<file path="config.mk">
export PLATFORM = sky130hd
export DESIGN_NAME = csh_fifo
export DESIGN_NICKNAME = d
export VERILOG_FILES = /design/src/csh_pkg.sv /design/src/csh_fifo.sv
export SDC_FILE = /design/constraint.sdc
export NUM_CORES = 1
export LEC_CHECK = 0
export BUFFER_PORTS_ARGS = -buffer_cell sky130_fd_sc_hd__buf_2
export CORE_MARGIN = 5
export CORE_UTILIZATION = 40
export CTS_CLUSTER_DIAMETER = 60
export DETAILED_ROUTE_END_ITERATION = 16
export GPL_TIMING_DRIVEN = 1
export PLACE_DENSITY = 0.67
export SYNTH_ARGS = -nofsm -noshare
export SYNTH_HDL_FRONTEND = slang
export SYNTH_SLANG_ARGS = --single-unit
</file>
<file path="constraint.sdc">
create_clock -name clk_i -period 12.15 [get_ports clk_i]
set_input_delay 1.8225 -clock clk_i [delete_from_list [all_inputs] [get_ports clk_i]]
set_output_delay 1.8225 -clock clk_i [all_outputs]
set_load 0.005 [all_outputs]
</file>
<file path="src/csh_pkg.sv">
// Shared types and constants of the cluster shower-shape block.
// Used by every module in src but csh_checker; depends on nothing else.
package csh_pkg;

  localparam int unsigned MaxHitsDefault    = 256;
  localparam int unsigned EnergyBitsDefault = 16;

  localparam int unsigned EW     = 16;  // hit energy
  localparam int unsigned PosW   = 6;   // row / column
  localparam int unsigned IdW    = 12;  // tower id
  localparam int unsigned CeW    = 24;  // cluster energy and weight sum
  localparam int unsigned MomW   = 30;  // first moments
  localparam int unsigned SqW    = 36;  // second moments
  localparam int unsigned ProdW  = 60;  // products of moments
  localparam int unsigned DenW   = 48;  // divisor width
  localparam int unsigned CapW   = 26;  // quotient width after capping
  localparam int unsigned DvdW   = 76;  // numerator shifted by up to 16

  localparam logic [CapW-1:0] CapFrac   = CapW'(65535);
  localparam logic [CapW-1:0] CapAsym   = CapW'(65536);
  localparam logic [CapW-1:0] CapSpread = CapW'(67108863);
  localparam logic [CapW-1:0] CapCovPos = CapW'(262143);
  localparam logic [CapW-1:0] CapCovNeg = CapW'(262144);

  // One finished cluster as handed from the front to the back.
  typedef struct packed {
    logic [CeW-1:0]  ce;
    logic [CeW-1:0]  w;
    logic [EW-1:0]   e1;
    logic [EW-1:0]   e2;
    logic            has2;
    logic [IdW-1:0]  tower;
    logic [PosW-1:0] row;
    logic [PosW-1:0] col;
    logic [MomW-1:0] sc;
    logic [MomW-1:0] sr;
    logic [SqW-1:0]  scc;
    logic [SqW-1:0]  srr;
    logic [SqW-1:0]  scr;
  } csh_job_t;

  typedef struct packed {
    logic             start;
    logic [ProdW-1:0] num;
    logic [DenW-1:0]  den;
    logic [4:0]       sh;
    logic [CapW-1:0]  cap;
  } csh_div_req_t;

  typedef struct packed {
    logic            done;
    logic [CapW-1:0] quo;
  } csh_div_rsp_t;

endpackage

</file>
<file path="src/csh_fifo.sv">
// Two-entry queue of finished clusters between front and back.
// Depends on csh_pkg.
module csh_fifo (
  input  logic              clk_i,
  input  logic              rst_ni,
  input  logic              push_i,
  input  csh_pkg::csh_job_t data_i,
  output logic              full_o,
  input  logic              pop_i,
  output logic              empty_o,
  output csh_pkg::csh_job_t data_o
);
  import csh_pkg::*;

  csh_job_t   mem_q [2];
  logic       wp_q, rp_q;
  logic [1:0] cnt_q;

  assign full_o  = (cnt_q == 2'd2);
  assign empty_o = (cnt_q == 2'd0);
  assign data_o  = mem_q[rp_q];

  always_ff @(posedge clk_i) begin
    if (push_i) begin
      mem_q[wp_q] <= data_i;
    end
  end

  always_ff @(posedge clk_i or negedge rst_ni) begin
    if (!rst_ni) begin
      wp_q  <= 1'b0;
      rp_q  <= 1'b0;
      cnt_q <= 2'd0;
    end else begin
      if (push_i) begin
        wp_q <= ~wp_q;
      end
      if (pop_i) begin
        rp_q <= ~rp_q;
      end
      if (push_i && !pop_i) begin
        cnt_q <= cnt_q + 2'd1;
      end else if (pop_i && !push_i) begin
        cnt_q <= cnt_q - 2'd1;
      end
    end
  end

endmodule

</file>
# After elaboration in Yosys (flattened, before gate mapping)
# Memories as Yosys holds them, arrays and structs flattened.
# Cells that the tools add are included.
# word_totals
memories,1
ramBits,546
rom_bits,0
out_inout_bits,275
in_bits,277
latch_bits,0
regBits,4
elab_cells,19
# classes
eq_ne,1
addsub,2
bitwise,2
mux,4
order_cmp,0
shifts,0
multipliers,0
n_reduce_logical,6
div_mod_pow,0
# mem_list
memory,depth,width,read_ports,rd_clocked_by_memory_dff,write_ports,line,source
mem_q,2,273,1,0,1,csh_fifo.sv:15,csh_job_t mem_q [2];
# ops
operator,n
2-to-1 mux 2 bit,2
adder 2 x 1 -> 2 bit (second input constant),1
equality test 2 bit (second input constant),1
logical AND 1 bit,2
logical NOT 1 bit,2
logical NOT 2 bit,1
2-to-1 mux 1 bit,2
inverter 1 bit,2
nonzero test 2 bit,1
subtractor 2 x 1 -> 2 bit (second input constant),1

# Longest topological paths before layout
# Gate-level depths: netlist of the first run.
# logic_depth
word_depth,4
depth_mapped,5

# Worst setup path after synthesis of the first run
# OpenSTA, ideal clock, no wires.
# synth_path
kind,input port to flip-flop
startpoint,input port push_i
endpoint,memory mem_q[0][0] (netlist bit) (enable)
t_arrival_ns,13.564
path_stages,1
path_slack_ns,-2.359
n_path_buf,0
path_cell_list,nor2b_1
# synth_between
elab_chain_len,2
# synth_rtl
element,line,source
from (decl),csh_fifo.sv:6,"input logic push_i,"
2-to-1 mux 1 bit,csh_fifo.sv:24,if (push_i) begin
2-to-1 mux 1 bit (not written as such),csh_fifo.sv:25,mem_q[wp_q] <= data_i;
to (decl),csh_fifo.sv:15,
# No other way between the ends.

==> results of run 1 <==
==> registers in the layout, indices dropped and copies added, names as in the netlist <==
name / count
rp_q: 1
cnt_q: 2
wp_q: 1
mem_q: 546
==> final cells by class <==
cell class	instances	area (um^2)	share of cell area, %
multi-input combinational	284	3170	12.6
clock buffer	68	1450	5.75
sequential	550	16500	65.6
clock inverter	34	318	1.26
tap	672	841	3.34
timing repair buffer	561	2830	11.3
antenna	14	35.0	0.139
inverter	1	3.75	0.0149
==> logic make-up (layout without fill, tap and decap cells) <==
family        after synthesis  after routing  share of synthesized area (%)
xor+xnor                    5              5                          0.219
fa+ha+maj                   1              1                         0.0626
simple gates                5              5                          0.131
other cells                 0             14                              0
buf+inv                    31            664                           1.68
mux                       273            273                           15.4
flops                     550            550                           82.5
==> metal layers <==
layer | share of wire [%] | global-route usage [%] | vias up
met5 | 0.19 | 0 | -
met4 | 3.1 | 5.62 | 14
met3 | 10 | 6.54 | 96
met2 | 50 | 26.4 | 405
met1 | 37 | 17.8 | 5089
li1 | - | - | 4681
==> through the flow <==
stage	power, W	utilization (%)	area (um^2)	worst slack (ns)	hold slack [ns]
global placement	0.00415	46.9	23300	6.79	0.475
finish	0.00574	50.5	25100	6.48	0.495
detailed placement	0.00417	46.9	23300	6.77	0.480
global route	0.00602	50.5	25100	6.28	0.517
CTS	0.00582	50.5	25100	6.44	0.493
floorplan	0.00365	-	20000	2.78	0.456
==> cells in the final DEF (no fill, tap or decap), types with 3 or more instances in the layout <==
cell,netlist,final
clkbuf_1,0,11
dfrtp_1,4,3
clkinvlp_4,0,5
clkbuf_16,0,55
buf_2,1,551
clkinv_2,0,8
buf_4,0,10
edfxtp_1,546,546
mux2_2,273,273
bufinv_16,0,5
diode_2,0,14
xor2_1,4,4
inv_6,0,5
clkinv_1,0,10
==> report_power, final <==
part,switching [W],internal [W],total (W)
clock,0.000684,0.000953,0.00164
combinational,0.000746,0.000710,0.00146
sequential,0.000123,0.00252,0.00265
==> worst max path at each step <==
stage / startpoint / slack, ns / end
after floorplan: push_i / 2.78 / mem_q[0][0]$_DFFE_PP_
after global placement: push_i / 6.79 / mem_q[0][81]$_DFFE_PP_
after detailed placement: push_i / 6.77 / mem_q[0][12]$_DFFE_PP_
after CTS: rp_q$_DFFE_PN0P_ / 6.44 / data_o[76]
after global routing: rp_q$_DFFE_PN0P_ / 6.28 / data_o[153]
final: rp_q$_DFFE_PN0P_ / 6.48 / data_o[153]
==> results.ini, run 1 <==
[outcome]
outcome = finished clean

[logic_synthesis]
synthMostInstantiatedCell = edfxtp_1
netlist_instances = 865
syn_area_um2 = 20000
async_flop_share_pct = 0.727
synth_edf_count = 546
yosys.area.top_type = edfxtp_1
synth-main-ff-cell = edfxtp_1
synth.yosys.warnings = 0
syn_avg_cell_area_um2 = 23.1
syn_nets = 1143
synth_common_cells = 546 x edfxtp_1, 273 x mux2_2, 29 x buf_6
ys_types = 12
yosysSeqAreaShare_pct = 82.5
synth_top_area_share_pct = 82.0
synthTopCellsByArea = edfxtp_1 82%, mux2_2 15%, buf_6 1.6%
ys_seq_elements = 550

[sta]
slew_violations = 0
post-route-period-util_pct = 46.7
skew_ns = 0.0119
setup_tns_ns = 0
hold_viol = 0
worst_slew_pin_slew_ns = 1.11
fin_crit_ns = 5.67
finalSetupViolCount = 0
relSlewSlack_pct = 25.7
max_freq_ghz = 0.176
grt_setup_unrepaired = no

[placement]
gp_congestion = 0.838
numPortBuffers = 551
hpwl_um = 32200
place_inst = 2068

[cts]
cts_resized = 0
postCtsSetupBuffers = 0
hold_buffers = 0
root_buffer = clkbuf_16
clock_latency_ns = 0.59
numCtsBuffers = 55
htree_levels = 2
clk_pin_slew_worst_paths_ns = 0.06
cts_num_sinks = 550
cts_tree = built
clk_path_buf_depth = 3

[job]
cap_violations = 0

[routing]
drt-pass1-iter-count = 5
finalWirelength_um = 45400
vias = 10300
ant_nets = 0
initialDrtViolationCount = 586
drc_errors = 0
wire_per_inst_um = 20.8
vias_per_cell = 4.71

[finish]
fill_cells = 4082
fin_nets = 1731
drive_gt1_share_pct = 61.3
area_delta_synth_final_pct = 25.8
stdcell_count = 2184

[worst_setup_path]
cp-start-kind = register
crit_path_frequent_cell = buf_4
worst-setup-path-type = register to output port
arrival_ns = 3.85
path_depth = 4
critPathSlowestCell = dfrtp_4
rrSetupSlack_ns = 8.44
reg2reg_from = wp_q$_DFFE_PN0P_
path_max_fanout = 72
path_cells = buf_4 > buf_4 > mux2_2 > buf_2
r2r_cells = 4
crit_family = buffers and inverters
r2r_end = mem_q[0][12]$_DFFE_PP_
path_buf_inv = 3
max_stage_delay_ns = 0.95
crit_required_ns = 10.33
cp-end-kind = output port

[min_path]
hp-class = register to register
holdPathEnd = cnt_q[1]$_DFFE_PN0P_
whs_path_depth = 1
hp-start = cnt_q[1]$_DFFE_PN0P_

[floorplan]
start_util_pct = 40.2
die_h_um = 234
dieArea_um2 = 54500
io_pins = 552
core_area_um2 = 49800
die_w_um = 234
rows = 82

[grt]
antenna_found_initial = 19
first_global_vias = 10800
grt_max_degree = 84
grt_util_all_layers_pct = 15.6
grt_first_pass_wirelength_um = 64300
overflow = 0

[pwr]
p_leak_nw = 9.36
peakVddDrop_mv = 0.175
power_density_nw_per_um2 = 228

No activity file was read; power rests on OpenSTA's default activity.
==> inputs of run 2 (changes only) <==
==> constraint.sdc (replaced) <==
create_clock -name clk_i -period 4.88 [get_ports clk_i]
set_input_delay 0.732 -clock clk_i [delete_from_list [all_inputs] [get_ports clk_i]]
set_output_delay 0.732 -clock clk_i [all_outputs]
set_load 0.005 [all_outputs]
==> results.ini, run 2 (synthesis gave the netlist of run 1 again) <==
[sta]
fin_crit_ns = 3.17
relSlewSlack_pct = 39.0  ; was 25.7%
worst_slew_pin_slew_ns = 0.913  ; was 1.11 ns
grt_setup_unrepaired = no  ; unchanged
skew_ns = 0.00915  ; was 0.0119 ns
post-route-period-util_pct = 65.0
setup_tns_ns = 0  ; unchanged
max_freq_ghz = 0.315
finalSetupViolCount = 0  ; unchanged
hold_viol = 0  ; unchanged
slew_violations = 0  ; unchanged

[cts]
hold_buffers = 1  ; was 0
clk_path_buf_depth = 3  ; unchanged
postCtsSetupBuffers = 0  ; unchanged
clock_latency_ns = 0.58  ; was 0.59 ns
root_buffer = clkbuf_16  ; unchanged
cts_tree = built  ; unchanged
cts_resized = 0  ; unchanged
htree_levels = 2  ; unchanged
numCtsBuffers = 56  ; was 55
cts_num_sinks = 550  ; unchanged
clk_pin_slew_worst_paths_ns = 0.06  ; about the same

[grt]
first_global_vias = 10900  ; was 10.8k
grt_util_all_layers_pct = 15.1  ; was 15.6%
grt_first_pass_wirelength_um = 62700  ; was 64,300 um
overflow = 0  ; unchanged
antenna_found_initial = 18  ; was 19
grt_max_degree = 91  ; was 84

[placement]
gp_congestion = 0.806  ; was 0.838
place_inst = 2074  ; was 2,068
numPortBuffers = 551  ; unchanged
hpwl_um = 30700  ; was 32,200 um

[outcome]
outcome = finished clean  ; unchanged

[floorplan]
core_area_um2 = 49800  ; unchanged
io_pins = 552  ; unchanged
die_h_um = 234  ; unchanged
rows = 82  ; unchanged
die_w_um = 234  ; unchanged
dieArea_um2 = 54500  ; unchanged
start_util_pct = 40.2  ; unchanged

[worst_setup_path]
cp-end-kind = output port  ; unchanged
crit_required_ns = 4.15  ; was 10.33 ns
worst-setup-path-type = register to output port  ; unchanged
path_max_fanout = 87  ; was 72
cp-start-kind = register  ; unchanged
arrival_ns = 2.44  ; was 3.85 ns
r2r_cells = 2  ; was 4

[finish]
area_delta_synth_final_pct = 26.1  ; was 25.8%
fin_nets = 1739  ; was 1,731
final_util_pct = 50.7  ; was 50.5%
fill_cells = 4028  ; was 4,082
largest-register = mem_q  ; unchanged
largest_reg_flops = 546  ; unchanged
stdcell_count = 2183  ; was 2,184
top_regs = mem_q: 546 flops, cnt_q: 2 flops  ; unchanged
final_common_cell = buf_2  ; unchanged
mostFrequentLayoutCells = 551 x buf_2, 546 x edfxtp_1, 273 x mux2_2  ; unchanged
drive_gt1_share_pct = 60.7  ; was 61.3%

[min_path]
hp-class = primary input to register  ; was register to register
whs_path_depth = 1  ; unchanged

[routing]
finalWirelength_um = 44100  ; was 45,400 um
drt-pass1-iter-count = 4  ; was 5
wire_per_inst_um = 20.2  ; was 20.8 um
vias_per_cell = 4.67  ; was 4.71
ant_nets = 0  ; unchanged
drc_errors = 0  ; unchanged
initialDrtViolationCount = 530  ; was 586
vias = 10200  ; was 10.3k

[job]
cap_violations = 0  ; unchanged

[pwr]
p_leak_nw = 9.40  ; was 9.36 nW
peakVddDrop_mv = 0.326  ; was 0.175 mV
finalPower_w = 0.0142  ; was 0.00574 W
power_density_nw_per_um2 = 563  ; was 228 nW/um^2

[run 2: cell types whose count changed in the layout (fill, tap and decap cells not counted), sizes merged, moves of 3 or more]
cell,delta
clkinvlp,-4
diode,-6
bufinv,-3
inv,-3
buf,+6
clkbuf,+6
[run 2: metal layers]
metal	GRT usage, %	vias up	routed length [um]
met4	4.39	16	1090
li1	-	4672	-
met1	17.0	5011	16200
met2	25.8	406	21700
met5	0	-	95
met3	7.07	86	4890
[run 2: final cells by class]
class / instances / area, um^2 / share of cell area (%)
sequential: 550 / 16500 / 65.5
multi-input combinational: 284 / 3170 / 12.6
timing repair buffer: 568 / 2990 / 11.9
clock buffer: 74 / 1490 / 5.91
tap: 672 / 841 / 3.34
clock inverter: 26 / 200 / 0.794
antenna: 8 / 20.0 / 0.0794
inverter: 1 / 3.75 / 0.0149
[run 2: final timing paths]
| path | start | slack, ns | end |
|---|---|---|---|
| max in group asynchronous | rst_ni | 4.17 | rp_q$_DFFE_PN0P_ |
| setup reg to reg | wp_q$_DFFE_PN0P_ | 2.81 | mem_q[0][29]$_DFFE_PP_ |
| hold / removal | data_i[68] | 0.33 | mem_q[0][68]$_DFFE_PP_ |
| hold reg to reg | cnt_q[1]$_DFFE_PN0P_ | 0.50 | cnt_q[1]$_DFFE_PN0P_ |
| setup / recovery | rp_q$_DFFE_PN0P_ | 1.71 | data_o[151] |
| min in group asynchronous | rst_ni | 0.55 | cnt_q[1]$_DFFE_PN0P_ |
[run 2: worst max-delay path, stage by stage, from the launching register on]
cell	delay [ns]
dfrtp_4	0.75
buf_12	0.41
mux2_2	0.42
buf_2	0.14
[run 2: report_power, final]
part	switching [W]	leakage [nW]	internal (W)	total, W
logic	0.00192	3.41	0.00184	0.00375
registers	0.000244	5.17	0.00626	0.00650
clock network	0.00167	0.818	0.00225	0.00392
total	0.00383	9.40	0.0103	0.0142
[run 2: metrics by stage]
step	worst slack, ns	hold slack (ns)	cell area, um^2
finish	1.71	0.335	25200
global route	1.62	0.300	25200
CTS	1.67	0.287	25200
detailed placement	2.26	0.488	23500
global placement	2.29	0.475	23500
floorplan	-0.369	0.436	20000
==> inputs of run 3 (changes only) <==
--- a/config.mk
+++ b/config.mk
@@ -5,13 +5,14 @@
 export SDC_FILE = /design/constraint.sdc
 export NUM_CORES = 1
 export LEC_CHECK = 0
+export ABC_AREA = 1
 export BUFFER_PORTS_ARGS = -buffer_cell sky130_fd_sc_hd__buf_2
 export CORE_MARGIN = 5
 export CORE_UTILIZATION = 40
 export CTS_CLUSTER_DIAMETER = 60
 export DETAILED_ROUTE_END_ITERATION = 16
 export GPL_TIMING_DRIVEN = 1
-export PLACE_DENSITY = 0.67
+export PLACE_DENSITY = 0.65
 export SYNTH_ARGS = -nofsm -noshare
 export SYNTH_HDL_FRONTEND = slang
 export SYNTH_SLANG_ARGS = --single-unit
==> constraint.sdc (replaced) <==
create_clock -name clk_i -period 3.1 [get_ports clk_i]
set_input_delay 0.465 -clock clk_i [delete_from_list [all_inputs] [get_ports clk_i]]
set_output_delay 0.465 -clock clk_i [all_outputs]
set_load 0.005 [all_outputs]
==> results.ini, run 3 <==
[logic_synthesis]
syn_avg_cell_area_um2 = 22.9  ; was 23.1 um^2
synthMostInstantiatedCell = edfxtp_1  ; unchanged
yosys.area.top_type = edfxtp_1  ; unchanged
yosysSeqAreaShare_pct = 82.4  ; was 82.5%
synth_edf_count = 546  ; unchanged
syn_area_um2 = 20000  ; about the same
synthTopCellsByArea = edfxtp_1 82%, mux2_2 15%, buf_6 1.6%  ; unchanged
async_flop_share_pct = 0.727  ; unchanged
synth-main-ff-cell = edfxtp_1  ; unchanged
ys_seq_elements = 550  ; unchanged
netlist_instances = 874  ; was 865
syn_nets = 1152  ; was 1,143
synth_common_cells = 546 x edfxtp_1, 273 x mux2_2, 29 x buf_6  ; unchanged
synth.yosys.warnings = 0  ; unchanged
synth_top_area_share_pct = 81.9  ; was 82.0%
ys_types = 13  ; was 12

[finish]
drive_gt1_share_pct = 60.6  ; was 60.7%
fill_cells = 4172  ; was 4,028
largest-register = mem_q  ; unchanged
area_delta_synth_final_pct = 26.3  ; was 26.1%
stdcell_count = 2186  ; was 2,183
mostFrequentLayoutCells = 551 x buf_2, 546 x edfxtp_1, 273 x mux2_2  ; unchanged
top_regs = mem_q: 546 flops, cnt_q: 2 flops  ; unchanged
fin_nets = 1750  ; was 1,739
largest_reg_flops = 546  ; unchanged
final_common_cell = buf_2  ; unchanged

[floorplan]
rows = 82  ; unchanged
io_pins = 552  ; unchanged
core_area_um2 = 49900  ; was 49,800 um^2
die_h_um = 234  ; about the same
die_w_um = 234  ; about the same
dieArea_um2 = 54600  ; was 54,500 um^2
start_util_pct = 40.1  ; was 40.2%

[worst_setup_path]
r2r_cells = 2  ; unchanged
cp-start-kind = register  ; unchanged
cp-end-kind = output port  ; unchanged
path_max_fanout = 109  ; was 87
crit_required_ns = 2.63  ; was 4.15 ns
arrival_ns = 2.22  ; was 2.44 ns
worst-setup-path-type = register to output port  ; unchanged

[routing]
finalWirelength_um = 44000  ; was 44,100 um
ant_nets = 0  ; unchanged
vias = 10300  ; was 10.2k
vias_per_cell = 4.72  ; was 4.67
drt-pass1-iter-count = 4  ; unchanged
wire_per_inst_um = 20.1  ; was 20.2 um
drc_errors = 0  ; unchanged
initialDrtViolationCount = 624  ; was 530

[pwr]
pwr-share-clk_pct = 28.0  ; was 27.7%
p_seq_share_pct = 45.4  ; was 45.9%
p_leak_nw = 9.43  ; was 9.40 nW
p_int_w = 0.0164  ; was 0.0103 W
swShare_pct = 26.7  ; was 27.0%
peakVddDrop_mv = 0.585  ; was 0.326 mV
power_density_nw_per_um2 = 887  ; was 563 nW/um^2
pwr-share-comb_pct = 26.6  ; was 26.5%
netSwitchingPower_w = 0.00598  ; was 0.00383 W

[outcome]
outcome = finished clean  ; unchanged

[sta]
slew_violations = 0  ; unchanged
grt_setup_unrepaired = no  ; unchanged
holdWs_ns = 0.0727  ; was 0.335 ns
worst_slew_pin_slew_ns = 0.902  ; was 0.913 ns
skew_ns = 0.0190  ; was 0.00915 ns
hold_viol = 0  ; unchanged
post-route-period-util_pct = 86.7
max_freq_ghz = 0.372
finalSetupViolCount = 0  ; unchanged
fin_crit_ns = 2.69
relSlewSlack_pct = 39.8  ; was 39.0%

[cts]
clk_path_buf_depth = 3  ; unchanged
numCtsBuffers = 56  ; unchanged
cts_tree = built  ; unchanged
clk_pin_slew_worst_paths_ns = 0.06  ; about the same
htree_levels = 2  ; unchanged
root_buffer = clkbuf_16  ; unchanged
clock_latency_ns = 0.58  ; about the same
cts_num_sinks = 550  ; unchanged
cts_resized = 0  ; unchanged

[min_path]
whs_path_depth = 1  ; unchanged
hp-class = primary input to register  ; unchanged

[grt]
grt_first_pass_wirelength_um = 63600  ; was 62,700 um
grt_max_degree = 138  ; was 91
overflow = 0  ; unchanged
first_global_vias = 10900  ; about the same
antenna_found_initial = 10  ; was 18
grt_util_all_layers_pct = 15.3  ; was 15.1%

[job]
cap_violations = 0  ; unchanged

[placement]
place_inst = 2085  ; was 2,074
numPortBuffers = 551  ; unchanged
gp_congestion = 0.777  ; was 0.806
hpwl_um = 30400  ; was 30,700 um

## run 3: cell types whose count changed after synthesis
cell,delta
and2_1,-1
nand2_1,+5
inv_1,+6
nand3_1,+1
nor2_1,+1
nor2b_1,-2
xor2_1,-2
nand4_1,+1
## run 3: power by group through the flow
stage / Sequential (W) / Combinational (W) / Clock [W]
6_report: 0.0102 / 0.00596 / 0.00628
5_1_grt: 0.0103 / 0.00646 / 0.00683
4_1_cts: 0.0102 / 0.00613 / 0.00649
3_5_place_dp: 0.0103 / 0.00610 / 0
3_3_place_gp: 0.0103 / 0.00606 / 0
2_1_floorplan: 0.0105 / 0.00368 / 0
## run 3: cell type report
cell class | count | area [um^2] | share of cell area [%]
multi-input cells | 287 | 3180 | 12.6
well taps | 672 | 841 | 3.33
inverters | 7 | 32.5 | 0.129
repair buffers | 570 | 2990 | 11.8
flip-flops and latches | 550 | 16500 | 65.3
clock inverters | 24 | 224 | 0.887
diodes | 3 | 7.51 | 0.0297
clock buffers | 73 | 1490 | 5.88
## run 3: kinds of logic after synthesis
| logic type | share of synthesized area [%] |
|---|---|
| AND/OR/NAND/NOR | 0.206 |
| flip-flops | 82.4 |
| buffers and inverters | 1.79 |
| XOR/XNOR | 0.131 |
| adder cells (fa/ha/maj) | 0.0625 |
| multiplexers | 15.4 |
## run 3: final timing paths
path                                 startpoint                     end  slack [ns]
hold reg to reg            cnt_q[1]$_DFFE_PN0P_    cnt_q[1]$_DFFE_PN0P_        0.51
setup reg to reg               wp_q$_DFFE_PN0P_  mem_q[0][13]$_DFFE_PP_        1.41
hold / removal                       data_i[37]  mem_q[1][37]$_DFFE_PP_        0.07
min in group asynchronous                rst_ni        rp_q$_DFFE_PN0P_        0.30
setup / recovery               rp_q$_DFFE_PN0P_             data_o[214]        0.41
max in group asynchronous                rst_ni        wp_q$_DFFE_PN0P_        2.62
## run 3: per-stage QoR
| step | setup WS (ns) | setup TNS (ns) | total power [W] | utilization (%) | instance area [um^2] |
|---|---|---|---|---|---|
| after floorplan | -1.88 | -1014.27 | 0.0141 | - | 20000 |
| after global placement | 1.02 | 0 | 0.0163 | 47.2 | 23500 |
| after detailed placement | 1.01 | 0 | 0.0164 | 47.2 | 23500 |
| after CTS | 0.363 | 0 | 0.0228 | 50.6 | 25300 |
| after global routing | 0.337 | 0 | 0.0236 | 50.7 | 25300 |
| final | 0.412 | 0 | 0.0224 | 50.7 | 25300 |
## run 3: repair_timing
item,4_1_cts,5_1_grt
hold buffers,1,0
setup buffers,0,0
endpoints found under the setup margin,0,0
hold endpoints to repair,4,0
## run 3: per-layer routing
metal | vias up | wire length, um | global-route usage (%)
met5 | - | 88 | 0
met2 | 416 | 22000 | 25.5
met1 | 5111 | 16300 | 18.3
met4 | 14 | 1200 | 5.51
met3 | 77 | 4340 | 5.62
li1 | 4707 | - | -
## run 3: worst max-delay path, stage by stage (launching register included)
cell and delay, ns:
dfrtp_4 0.47, buf_12 0.37, mux2_2 0.45, buf_2 0.14
